<file path="config.mk">
export PLATFORM = sky130hd
export DESIGN_NAME = streaming_hash64_mix
export DESIGN_NICKNAME = d
export VERILOG_FILES = /design/src/hw/rtl/sh64m_pkg.sv /design/src/hw/rtl/sh64m_dp.sv /design/src/hw/rtl/sh64m_ctrl.sv /design/src/hw/rtl/streaming_hash64_mix.sv
export SDC_FILE = /design/constraint.sdc
export NUM_CORES = 2
export LEC_CHECK = 0
export BUFFER_PORTS_ARGS = -buffer_cell sky130_fd_sc_hd__buf_2
export CORE_MARGIN = 2
export CORE_UTILIZATION = 35
export DETAILED_ROUTE_END_ITERATION = 10
export RECOVER_POWER = 25
export SLEW_MARGIN = 30
export SYNTH_ARGS = -nofsm -noshare
export SYNTH_HDL_FRONTEND = slang
export SYNTH_SLANG_ARGS = --single-unit
</file>
<file path="constraint.sdc">
create_clock -name aclk -period 11.2 [get_ports aclk]
set_clock_uncertainty 0.1 [all_clocks]
set_input_delay 0.56 -clock aclk [delete_from_list [all_inputs] [get_ports aclk]]
set_output_delay 0.56 -clock aclk [all_outputs]
set_load 0.02 [all_outputs]
</file>
<file path="src/hw/rtl/sh64m_pkg.sv">
// ----------------------------------------------------------------------------
// sh64m_pkg
// Shared types and constants of the streaming 64-bit multiply-rotate hash.
// ----------------------------------------------------------------------------
package sh64m_pkg;

    localparam logic [63:0] PRIME1 = 64'h9E37_79B1_85EB_CA87;
    localparam logic [63:0] PRIME2 = 64'hC2B2_AE3D_27D4_EB4F;
    localparam logic [63:0] FMIX1  = 64'hFF51_AFD7_ED55_8CCD;
    localparam logic [63:0] FMIX2  = 64'hC4CE_B9FE_1A85_EC53;
    localparam int unsigned ROT_AMOUNT = 31;
    localparam int unsigned AVAL_SHIFT = 33;

    localparam int unsigned S_TDATA_W = 72;  // 64 data bits + 4 count bits, byte padded
    localparam int unsigned M_TDATA_W = 64;

    typedef enum logic [3:0] {
        ST_IDLE,
        ST_W_MUL1,
        ST_W_ROT,
        ST_W_MUL2,
        ST_W_DONE,
        ST_F_CHK,
        ST_F_LOAD,
        ST_F_MUL1,
        ST_F_AV,
        ST_F_MUL2,
        ST_F_OUT
    } state_t;

    // Source of the multiplicand register.
    typedef enum logic [2:0] {
        A_COMB,   // freshly completed word from the input transfer
        A_PART,   // zero-padded partial word
        A_ROT,    // rotl(hash ^ product, 31)
        A_FIN,    // (hash ^ total) ^ ((hash ^ total) >> 33)
        A_AVAL    // product ^ (product >> 33)
    } a_sel_t;

    typedef enum logic [1:0] {
        K_P1,
        K_P2,
        K_F1,
        K_F2
    } k_sel_t;

    // Partial-product step of a 64x64 multiply, low 64 bits kept.
    typedef enum logic [1:0] {
        PH_LL,    // a_lo * b_lo
        PH_LH,    // + (a_lo * b_hi) << 32
        PH_HL     // + (a_hi * b_lo) << 32
    } phase_t;

    typedef struct packed {
        logic   accept;
        logic   a_load;
        a_sel_t a_sel;
        logic   mul_en;
        phase_t phase;
        k_sel_t k_sel;
        logic   hash_wr;
        logic   clear_fill;
        logic   out_load;
    } dp_cmd_t;

    typedef struct packed {
        logic word_full;
        logic fill_nz;
        logic out_busy;
    } dp_sts_t;

    function automatic logic [63:0] k_value(input k_sel_t sel);
        logic [63:0] k;
        unique case (sel)
            K_P1:    k = PRIME1;
            K_P2:    k = PRIME2;
            K_F1:    k = FMIX1;
            K_F2:    k = FMIX2;
            default: k = PRIME1;
        endcase
        return k;
    endfunction

endpackage

</file>
<file path="src/hw/rtl/sh64m_dp.sv">
// ----------------------------------------------------------------------------
// sh64m_dp
// Datapath: byte packing, message state, shared 32x32 multiplier with
// product accumulator, and the output register.
// ----------------------------------------------------------------------------
module sh64m_dp (
    input  logic                         aclk,
    input  logic                         aresetn,
    input  logic [63:0]                  in_data,
    input  logic [3:0]                   in_count,
    input  logic                         cfg_we,
    input  logic [63:0]                  cfg_wdata,
    input  sh64m_pkg::dp_cmd_t           cmd,
    output sh64m_pkg::dp_sts_t           sts,
    output logic                         m_tvalid,
    input  logic                         m_tready,
    output logic [63:0]                  m_hash
);
    import sh64m_pkg::*;

    logic [63:0] seed_reg;
    logic [63:0] hash_reg,  hash_next;
    logic [55:0] part_reg,  part_next;
    logic [2:0]  fill_reg,  fill_next;
    logic [63:0] total_reg, total_next;
    logic        open_reg,  open_next;
    logic [63:0] a_reg;
    logic [63:0] p_reg;
    logic [63:0] out_reg;
    logic        out_valid_reg;

    logic [3:0]  n_eff;
    logic [63:0] data_m;
    logic [63:0] comb_w;
    logic [63:0] left_w;
    logic [4:0]  fill_sum;
    logic [63:0] k;
    logic [31:0] mul_x, mul_y;
    logic [63:0] prod;
    logic [63:0] x_rot, x_fin, x_av;
    logic [63:0] a_next;

    // Count above eight is treated as eight; bytes above the count are dropped.
    always_comb begin
        n_eff = (in_count > 4'd8) ? 4'd8 : in_count;
        for (int i = 0; i < 8; i++) begin
            data_m[8*i +: 8] = (4'(i) < n_eff) ? in_data[8*i +: 8] : 8'h00;
        end
        comb_w   = {8'h00, part_reg} | (data_m << {fill_reg, 3'b000});
        left_w   = (fill_reg == 3'd0) ? 64'd0
                                      : (data_m >> (7'd64 - {1'b0, fill_reg, 3'b000}));
        fill_sum = {2'b00, fill_reg} + {1'b0, n_eff};
    end

    assign sts.word_full = fill_sum[3] | fill_sum[4];
    assign sts.fill_nz   = (fill_reg != 3'd0);
    assign sts.out_busy  = out_valid_reg & ~m_tready;

    // One 32x32 partial product per cycle, summed into the low 64 bits.
    always_comb begin
        k     = k_value(cmd.k_sel);
        mul_x = (cmd.phase == PH_HL) ? a_reg[63:32] : a_reg[31:0];
        mul_y = (cmd.phase == PH_LH) ? k[63:32]     : k[31:0];
        prod  = 64'(mul_x) * 64'(mul_y);
    end

    always_comb begin
        x_rot = hash_reg ^ p_reg;
        x_rot = {x_rot[63-ROT_AMOUNT:0], x_rot[63:64-ROT_AMOUNT]};
        x_fin = hash_reg ^ total_reg;
        x_fin = x_fin ^ (x_fin >> AVAL_SHIFT);
        x_av  = p_reg ^ (p_reg >> AVAL_SHIFT);
        unique case (cmd.a_sel)
            A_COMB:  a_next = comb_w;
            A_PART:  a_next = {8'h00, part_reg};
            A_ROT:   a_next = x_rot;
            A_FIN:   a_next = x_fin;
            A_AVAL:  a_next = x_av;
            default: a_next = comb_w;
        endcase
    end

    always_comb begin
        hash_next  = hash_reg;
        part_next  = part_reg;
        fill_next  = fill_reg;
        total_next = total_reg;
        open_next  = open_reg;
        if (cfg_we && !open_reg) begin
            hash_next = cfg_wdata;
        end
        if (cmd.accept && n_eff != 4'd0) begin
            open_next  = 1'b1;
            total_next = total_reg + {60'd0, n_eff};
            fill_next  = fill_sum[2:0];
            part_next  = sts.word_full ? left_w[55:0] : comb_w[55:0];
        end
        if (cmd.hash_wr) begin
            hash_next = p_reg;
        end
        if (cmd.clear_fill) begin
            fill_next = 3'd0;
        end
        // Finishing a message returns everything to the seed.
        if (cmd.out_load) begin
            hash_next  = seed_reg;
            part_next  = '0;
            fill_next  = 3'd0;
            total_next = '0;
            open_next  = 1'b0;
        end
    end

    always_ff @(posedge aclk) begin
        if (!aresetn) begin
            seed_reg      <= '0;
            hash_reg      <= '0;
            part_reg      <= '0;
            fill_reg      <= 3'd0;
            total_reg     <= '0;
            open_reg      <= 1'b0;
            out_valid_reg <= 1'b0;
        end else begin
            if (cfg_we) begin
                seed_reg <= cfg_wdata;
            end
            hash_reg  <= hash_next;
            part_reg  <= part_next;
            fill_reg  <= fill_next;
            total_reg <= total_next;
            open_reg  <= open_next;
            if (cmd.out_load) begin
                out_valid_reg <= 1'b1;
            end else if (m_tready) begin
                out_valid_reg <= 1'b0;
            end
        end
    end

    always_ff @(posedge aclk) begin
        if (cmd.a_load) begin
            a_reg <= a_next;
        end
        if (cmd.mul_en) begin
            p_reg <= (cmd.phase == PH_LL) ? prod : (p_reg + {prod[31:0], 32'd0});
        end
        if (cmd.out_load) begin
            out_reg <= x_av;
        end
    end

    assign m_tvalid = out_valid_reg;
    assign m_hash   = out_reg;

endmodule

</file>
<file path="src/hw/rtl/sh64m_ctrl.sv">
// ----------------------------------------------------------------------------
// sh64m_ctrl
// Controller: sequences word mixing, the partial-word mix and the finalizer
// through the shared multiplier of the datapath.
// ----------------------------------------------------------------------------
module sh64m_ctrl (
    input  logic                aclk,
    input  logic                aresetn,
    input  logic                s_tvalid,
    input  logic                s_tlast,
    output logic                s_tready,
    input  sh64m_pkg::dp_sts_t  sts,
    output sh64m_pkg::dp_cmd_t  cmd
);
    import sh64m_pkg::*;

    state_t state_reg, state_next;
    phase_t phase_reg, phase_next;
    logic   last_reg,  last_next;
    logic   mul_done;

    assign mul_done = (phase_reg == PH_HL);

    always_ff @(posedge aclk) begin
        if (!aresetn) begin
            state_reg <= ST_IDLE;
            phase_reg <= PH_LL;
            last_reg  <= 1'b0;
        end else begin
            state_reg <= state_next;
            phase_reg <= phase_next;
            last_reg  <= last_next;
        end
    end

    always_comb begin
        state_next     = state_reg;
        phase_next     = PH_LL;
        last_next      = last_reg;
        s_tready       = 1'b0;
        cmd            = '0;
        cmd.a_sel      = A_COMB;
        cmd.phase      = phase_reg;
        cmd.k_sel      = K_P1;

        unique case (state_reg)
            ST_IDLE: begin
                s_tready = 1'b1;
                if (s_tvalid) begin
                    cmd.accept = 1'b1;
                    last_next  = s_tlast;
                    if (sts.word_full) begin
                        cmd.a_load = 1'b1;
                        cmd.a_sel  = A_COMB;
                        state_next = ST_W_MUL1;
                    end else if (s_tlast) begin
                        state_next = ST_F_CHK;
                    end
                end
            end
            ST_W_MUL1, ST_W_MUL2, ST_F_MUL1, ST_F_MUL2: begin
                cmd.mul_en = 1'b1;
                unique case (state_reg)
                    ST_W_MUL1: cmd.k_sel = K_P1;
                    ST_W_MUL2: cmd.k_sel = K_P2;
                    ST_F_MUL1: cmd.k_sel = K_F1;
                    default:   cmd.k_sel = K_F2;
                endcase
                unique case (phase_reg)
                    PH_LL:   phase_next = PH_LH;
                    PH_LH:   phase_next = PH_HL;
                    default: phase_next = PH_LL;
                endcase
                if (mul_done) begin
                    unique case (state_reg)
                        ST_W_MUL1: state_next = ST_W_ROT;
                        ST_W_MUL2: state_next = ST_W_DONE;
                        ST_F_MUL1: state_next = ST_F_AV;
                        default:   state_next = ST_F_OUT;
                    endcase
                end
            end
            ST_W_ROT: begin
                cmd.a_load = 1'b1;
                cmd.a_sel  = A_ROT;
                state_next = ST_W_MUL2;
            end
            ST_W_DONE: begin
                cmd.hash_wr = 1'b1;
                state_next  = last_reg ? ST_F_CHK : ST_IDLE;
            end
            ST_F_CHK: begin
                // A leftover partial word is mixed in once, zero padded.
                if (sts.fill_nz) begin
                    cmd.a_load     = 1'b1;
                    cmd.a_sel      = A_PART;
                    cmd.clear_fill = 1'b1;
                    state_next     = ST_W_MUL1;
                end else begin
                    state_next = ST_F_LOAD;
                end
            end
            ST_F_LOAD: begin
                cmd.a_load = 1'b1;
                cmd.a_sel  = A_FIN;
                state_next = ST_F_MUL1;
            end
            ST_F_AV: begin
                cmd.a_load = 1'b1;
                cmd.a_sel  = A_AVAL;
                state_next = ST_F_MUL2;
            end
            ST_F_OUT: begin
                if (!sts.out_busy) begin
                    cmd.out_load = 1'b1;
                    last_next    = 1'b0;
                    state_next   = ST_IDLE;
                end
            end
            default: begin
                state_next = ST_IDLE;
            end
        endcase
    end

endmodule

</file>
<file path="src/hw/rtl/streaming_hash64_mix.sv">
// ----------------------------------------------------------------------------
// streaming_hash64_mix
// Streaming 64-bit multiply-rotate hash with a shift-multiply avalanche.
// ----------------------------------------------------------------------------
// Usage:
// The slave channel carries up to eight message bytes per transfer, first
// byte lowest, with the byte count beside them; s_tlast ends the message.
// Bytes are packed into 64-bit words across transfer boundaries. On the last
// transfer one master transfer carries the finished hash, after which the
// running state returns to the hash seed written through cfg_we/cfg_wdata.
// A seed written before the first byte of a message applies at once.
// All 64-bit multiplies run on one 32x32 multiplier, three partial products
// per multiply. A transfer that completes no word is taken every cycle; one
// that completes a word keeps the block busy, taking no transfer, through the
// first multiply, the rotate, the second multiply and the hash write. The last
// transfer adds the finalizer, after one more word mix if a partial word is left.
// The result waits in an output register; while it waits, new message
// transfers are still accepted, and only the next finished hash stalls until
// the master side takes the previous one. Reset (aresetn low, synchronous)
// clears the seed to zero, empties the message state and drops m_tvalid.
// ----------------------------------------------------------------------------
module streaming_hash64_mix (
    input  logic                                aclk,
    input  logic                                aresetn,
    input  logic                                s_tvalid,
    output logic                                s_tready,
    input  logic [sh64m_pkg::S_TDATA_W-1:0]     s_tdata,   // data_bytes[63:0], byte_count[67:64]
    input  logic                                s_tlast,   // is_last
    output logic                                m_tvalid,
    input  logic                                m_tready,
    output logic [sh64m_pkg::M_TDATA_W-1:0]     m_tdata,   // hash_value[63:0]
    input  logic                                cfg_we,
    input  logic [63:0]                         cfg_wdata  // hash_seed
);
    import sh64m_pkg::*;

    dp_cmd_t cmd;
    dp_sts_t sts;

    sh64m_ctrl u_ctrl (
        .aclk     (aclk),
        .aresetn  (aresetn),
        .s_tvalid (s_tvalid),
        .s_tlast  (s_tlast),
        .s_tready (s_tready),
        .sts      (sts),
        .cmd      (cmd)
    );

    sh64m_dp u_dp (
        .aclk      (aclk),
        .aresetn   (aresetn),
        .in_data   (s_tdata[63:0]),
        .in_count  (s_tdata[67:64]),
        .cfg_we    (cfg_we),
        .cfg_wdata (cfg_wdata),
        .cmd       (cmd),
        .sts       (sts),
        .m_tvalid  (m_tvalid),
        .m_tready  (m_tready),
        .m_hash    (m_tdata)
    );

endmodule

</file>
* Yosys cells after proc, flatten, opt, wreduce, memory -nomap -nowiden
Index checks and enable logic that the tools add are counted.
** Storage, ports and cells
- Register bits :: 452
- Output and inout bits :: 66
- Word-level logic and storage cells :: 127
** Operators by class
- Add/sub/neg operators :: 4
- $mul :: 1
- Order comparisons :: 9
- Equal/unequal tests :: 23
- Shift operators :: 2
- Multiplexer cells :: 48
- Bitwise logic cells :: 9
- Reductions and logical operators :: 18
** Operators with widths (number)
- 64-bit one-hot mux with 4 select lines :: 2
- 64-bit two-way mux :: 4
- 64-bit by 31-bit bitwise XOR with 64-bit output :: 2
- 64-bit bitwise XOR :: 2
- 56-bit two-way mux :: 2
- 64-bit by 4-bit adder with 64-bit output :: 1
- 64-bit adder :: 1
- 32-bit by 32-bit multiplier with 64-bit output :: 1
- 32-bit two-way mux :: 2
- 8-bit two-way mux :: 8
- 56-bit by 64-bit bitwise OR with 64-bit output :: 1
- 64-bit by 6-bit << shifter with 64-bit output :: 1
- 64-bit by 7-bit right shift with 56-bit output :: 1
- 4-bit two-way mux :: 8
- 4-bit one-hot mux with 8 select lines :: 1
- 4-bit one-hot mux with 5 select lines :: 1
- 4-bit by 3-bit == test with 1-bit output (second input constant) :: 4
- 3-bit by 4-bit < comparator with 1-bit output (first input constant) :: 4
- 4-bit == test (second input constant) :: 3
- 1-bit two-way mux :: 12
- 4-bit one-hot mux with 3 select lines :: 1
- 4-bit by 2-bit == test with 1-bit output (second input constant) :: 2
- 1-bit by 4-bit < comparator with 1-bit output (first input constant) :: 2
- 2-bit by 4-bit < comparator with 1-bit output (first input constant) :: 2
- 35 further kinds :: 46

* Logic depth before layout (Yosys ltp)
- Depth in word-level cells :: 9
- Mapped depth :: 43

* Modules after synthesis
Synthesis repeated with hierarchy kept, for this count alone.
** Second synthesis, totals
- Cells, all modules :: 6738
- Area total of the unflattened synthesis :: 58695.0 um^2
** Modules (own cells, without submodules)
- sh64m_dp :: times used 1, cells an instance 6664, area an instance 58103.2 um^2
- sh64m_ctrl :: times used 1, cells an instance 74, area an instance 591.8 um^2

* Worst setup path before layout
No wires, ideal clock.
- Path type :: reg2reg
- Start :: register u_ctrl.state_reg[1]
- End :: register u_dp.p_reg[62], data pin
- Arrival :: 9339 ps
- Data required time :: 10832 ps
- Path slack :: 1493 ps
- Stages on the path, launching flop included :: 37
- Clock period less this slack :: 9707 ps
- Path through :: dfxtp_1 > clkbuf_1 > nand2_1 > o21ai_0 > nand2_1 > ha_1 > clkbuf_1 > a21oi_1 > clkbuf_1 > nor2_1 > fa_1 > inv_1 > fa_1 > fa_1 > fa_1 > inv_1 > fa_1 > inv_1 > fa_1 > inv_1 > fa_1 > fa_1 > ha_1 > a21oi_1 > a21boi_0 > a311o_1 > nor2_1 > xnor2_1 > ha_1 > a21oi_1 > and3_1 > a22o_1 > o21ai_0 > a31oi_1 > o21ai_0 > xnor2_1 > mux2i_1
** Between the ends
- Cells in the longest elaborated chain, start to end :: 9
** Ends and longest elaborated chain
- start: declaration :: line sh64m_ctrl.sv:17 : state_t state_reg, state_next;
- start signal: assignment :: line sh64m_ctrl.sv:30 : state_reg <= state_next;
- 4-bit by 3-bit == test with 1-bit output, or another cell as far along :: line sh64m_ctrl.sv:46, sh64m_ctrl.sv:63
- 2-bit one-hot mux with 3 select lines / 4-bit OR reduction (equally long branches) :: line sh64m_ctrl.sv:63, sh64m_ctrl.sv:46
- 2-bit two-way mux * :: line sh64m_ctrl.sv:46 : unique case (state_reg)
- 2-bit == test, or another cell as far along :: line sh64m_pkg.sv:74 : unique case (sel)
- 64-bit one-hot mux with 4 select lines * :: line sh64m_pkg.sv:74
- 32-bit two-way mux * :: line sh64m_dp.sv:63 : mul_y = (cmd.phase == PH_LH) ? k[63:32] : k[31:0];
- 32-bit by 32-bit multiplier with 64-bit output * :: line sh64m_dp.sv:64 : prod = 64'(mul_x) * 64'(mul_y);
- 64-bit adder :: line sh64m_dp.sv:145 : p_reg <= (cmd.phase == PH_LL) ? prod : (p_reg + {prod[31:0], 32'd0});
- 64-bit two-way mux * :: line sh64m_dp.sv:145
- end signal: assignment :: line sh64m_dp.sv:145
- end: declaration :: line sh64m_dp.sv:28 : logic [63:0] p_reg;
Every way passes the cells marked *; elsewhere a longest branch is shown, timed or not. The select of a mux whose other input is x is not followed.
A chain may end at the register's enable or synchronous reset.

* Final worst setup path
- Start :: register u_ctrl.state_reg[1]
- End :: register u_dp.p_reg[63], data pin
The elaborated chain is that of the path after synthesis.

==> reports/metrics.cfg <==
[run_status]
status=finished, violations left
violations=max-capacitance violations, max-slew violations

[cts]
cts_setup_buffers=0
ctsHoldBuffers=0
clockBufferDepth=3
cts_tree=yes
cts_resized=0
cts.sinks=452
cts_root_buf=clkbuf_16
cts_buffers=49
h-tree-depth=2
clock_latency_ns=0.62
clk_pin_slew_ns=0.08

[finish]
area_growth_pct=10.12
final_layout_size_suffix_gt1_share_pct=9.047
fin_nets=8089

[logic_synthesis]
synth_ff_type=dfxtp_1
synth_cell_types=84
synth_edf_count=192
syn_area_um2=58620
postSynthAreaPerCell_um2=8.843
yosys_warnings=0
yosys-top-cells-area=fa_1, edfxtp_1, dfxtp_1
synth_nets=7982
yosys_register_bits=452
synthCells=6629
synthArstFlopShare_pct=0
synth_area_leader_cell=fa_1
synth_top_area_share_pct=30.70
yosysSeqAreaShare_pct=18.72

[route]
first_pass_iters=9
ant_nets=0
drt_iter0_drc=6089
num_vias=50560
wl_per_cell_um=25.81
wl_mm=231.8
viasPerCell=5.628
drc=0

[critical_path]
rrSetupSlack_ns=0.53
crit_type=reg2reg
crit_slowest_cell=a2111oi_1
path_common_cell=fa_1
crit_path_start_kind=flop
end_kind=flop
slowest_delay_ns=0.64
crit_fanout=14
arrival_ns=10.92
cp.required_ns=11.45

[timing]
tns_ns=0
worst_slew_pin_slew_ns=3.342
hold_viol=0
final-max-slew-violation-count=68
clock.fmax_mhz=93.68
period_minus_slack_ns=10.67
hold-worst-slack_ns=0.1226
post-route-period-util_pct=95.31
setup_viol=0
rsz0062_at_grt=no
maxSlewHeadroom_pct=-122.8

[grt]
gr-total-overflow=0
grt_usage_pct=27.12
grt_pass1_vias=50320
grt_first_pass_wirelength_mm=341.5
grt_max_degree=93
antenna_found_initial=12

[flow_run]
max_cap_violations=2

[floorplan]
die_area_um2=170800
ios=208
die_x_um=413.2
dieHeight_um=413.2
initial_utilization_pct=35.13
rows=150
core_um2=166800

[placed_design]
portBuffers=203
gp_congestion=1.011
post-dp-hpwl_mm=182.4

[worst_hold_path]
hold_class=in2reg

[critical path, delay by kind of cell, from the launching register on]
kind / cells / cell delay [ns]
AO/OA/AOI/OAI: 8 / 1.78
XOR/XNOR: 1 / 0.32
adder cells (fa/ha/maj): 11 / 5.14
buffers and inverters: 6 / 0.56
flip-flops: 1 / 0.51
AND/OR/NAND/NOR: 14 / 1.96
[through the flow]
step | cells | cell area, um^2 | worst slack [ns] | utilization [%]
after floorplan | 6629 | 58620 | 1.493 | -
after global placement | 8887 | 62990 | 0.4966 | 37.75
after detailed placement | 8888 | 63010 | 0.4781 | 37.77
after CTS | 8979 | 64600 | 0.4274 | 38.72
after global routing | 8980 | 64540 | 0.07210 | 38.68
final | 8983 | 64550 | 0.5257 | 38.69
[path summary, 6_finish.rpt]
| kind | startpoint | end | cells after the start |
|---|---|---|---|
| worst max-delay path | u_ctrl.state_reg[1] | u_dp.p_reg[63] | 40 |
| worst min-delay path | cfg_wdata[32] | u_dp.seed_reg[32] | 3 |
| worst max register to register | u_ctrl.state_reg[1] | u_dp.p_reg[63] | 40 |
| worst min register to register | u_dp.part_reg[31] | u_dp.part_reg[31] | 2 |
[kinds of logic (layout without fill, tap and decap cells)]
kind of cell             after synthesis  in the layout  share of synthesized area, %
AND/OR/NAND/NOR                     2062           2062                         15.16
buffers and inverters               1306           1453                         8.412
adder cells (fa/ha/maj)             1211           1211                         37.36
AO/OA/AOI/OAI                       1099           1099                         12.43
flip-flops                           452            452                         18.72
XOR/XNOR                             315            315                         4.730
multiplexers                         184            184                         3.187
other                                  0              3                             0
[layer usage]
layer / part of all wire (%) / track usage, % / wire, um
met5: 0.021 / 0 / 48
met4: 5.2 / 11.56 / 12070
met3: 11 / 6.086 / 26320
met2: 42 / 39.98 / 98330
met1: 41 / 38.06 / 95070
[Yosys cell counts (35+ instances only)]
cell type    n
a221oi_1    53
nor3_1      37
fa_1       899
clkbuf_1   354
nor2b_1    152
inv_1      891
a222oi_1    35
o21ai_0    188
xor2_1     171
ha_1       312
nor2_1     719
a211oi_1   125
a21oi_1    327
and2_1      53
dfxtp_1    260
o221ai_1    41
mux2i_1    163
and3_1      35
edfxtp_1   192
a31oi_1     36
a22oi_1     60
xnor2_1    143
nand2_1    862
nand3_1     93
nand4_1     35
a21o_1      44
buf_1       38
[cell type report]
type,instances,area (um^2)
antenna,3,7.507
clock buffer,72,1440
clock inverter,19,145.1
fill,16750,102300
inverter,901,3383
multi-input combinational,4871,42930
sequential,452,10970
tap,2204,2758
timing repair buffer,461,2914
[placed cells by master (no fill, tap or decap), drive strengths merged, types with 23 or more instances in the layout]
| master | instances |
|---|---|
| a211oi | 126 |
| a21o | 44 |
| a21oi | 327 |
| a221oi | 53 |
| a222oi | 35 |
| a22oi | 60 |
| a31oi | 36 |
| and2 | 57 |
| and3 | 38 |
| buf | 409 |
| clkbuf | 124 |
| clkinv | 23 |
| dfxtp | 260 |
| edfxtp | 192 |
| fa | 899 |
| ha | 312 |
| inv | 895 |
| mux2i | 163 |
| nand2 | 863 |
| nand3 | 95 |
| nand4 | 36 |
| nor2 | 721 |
| nor2b | 152 |
| nor3 | 39 |
| o21ai | 194 |
| o221ai | 41 |
| xnor2 | 143 |
| xor2 | 171 |
Power is left out: the tool's default activity adds up to more than one toggle a clock period on the data nets, which glitch-free logic cannot reach.
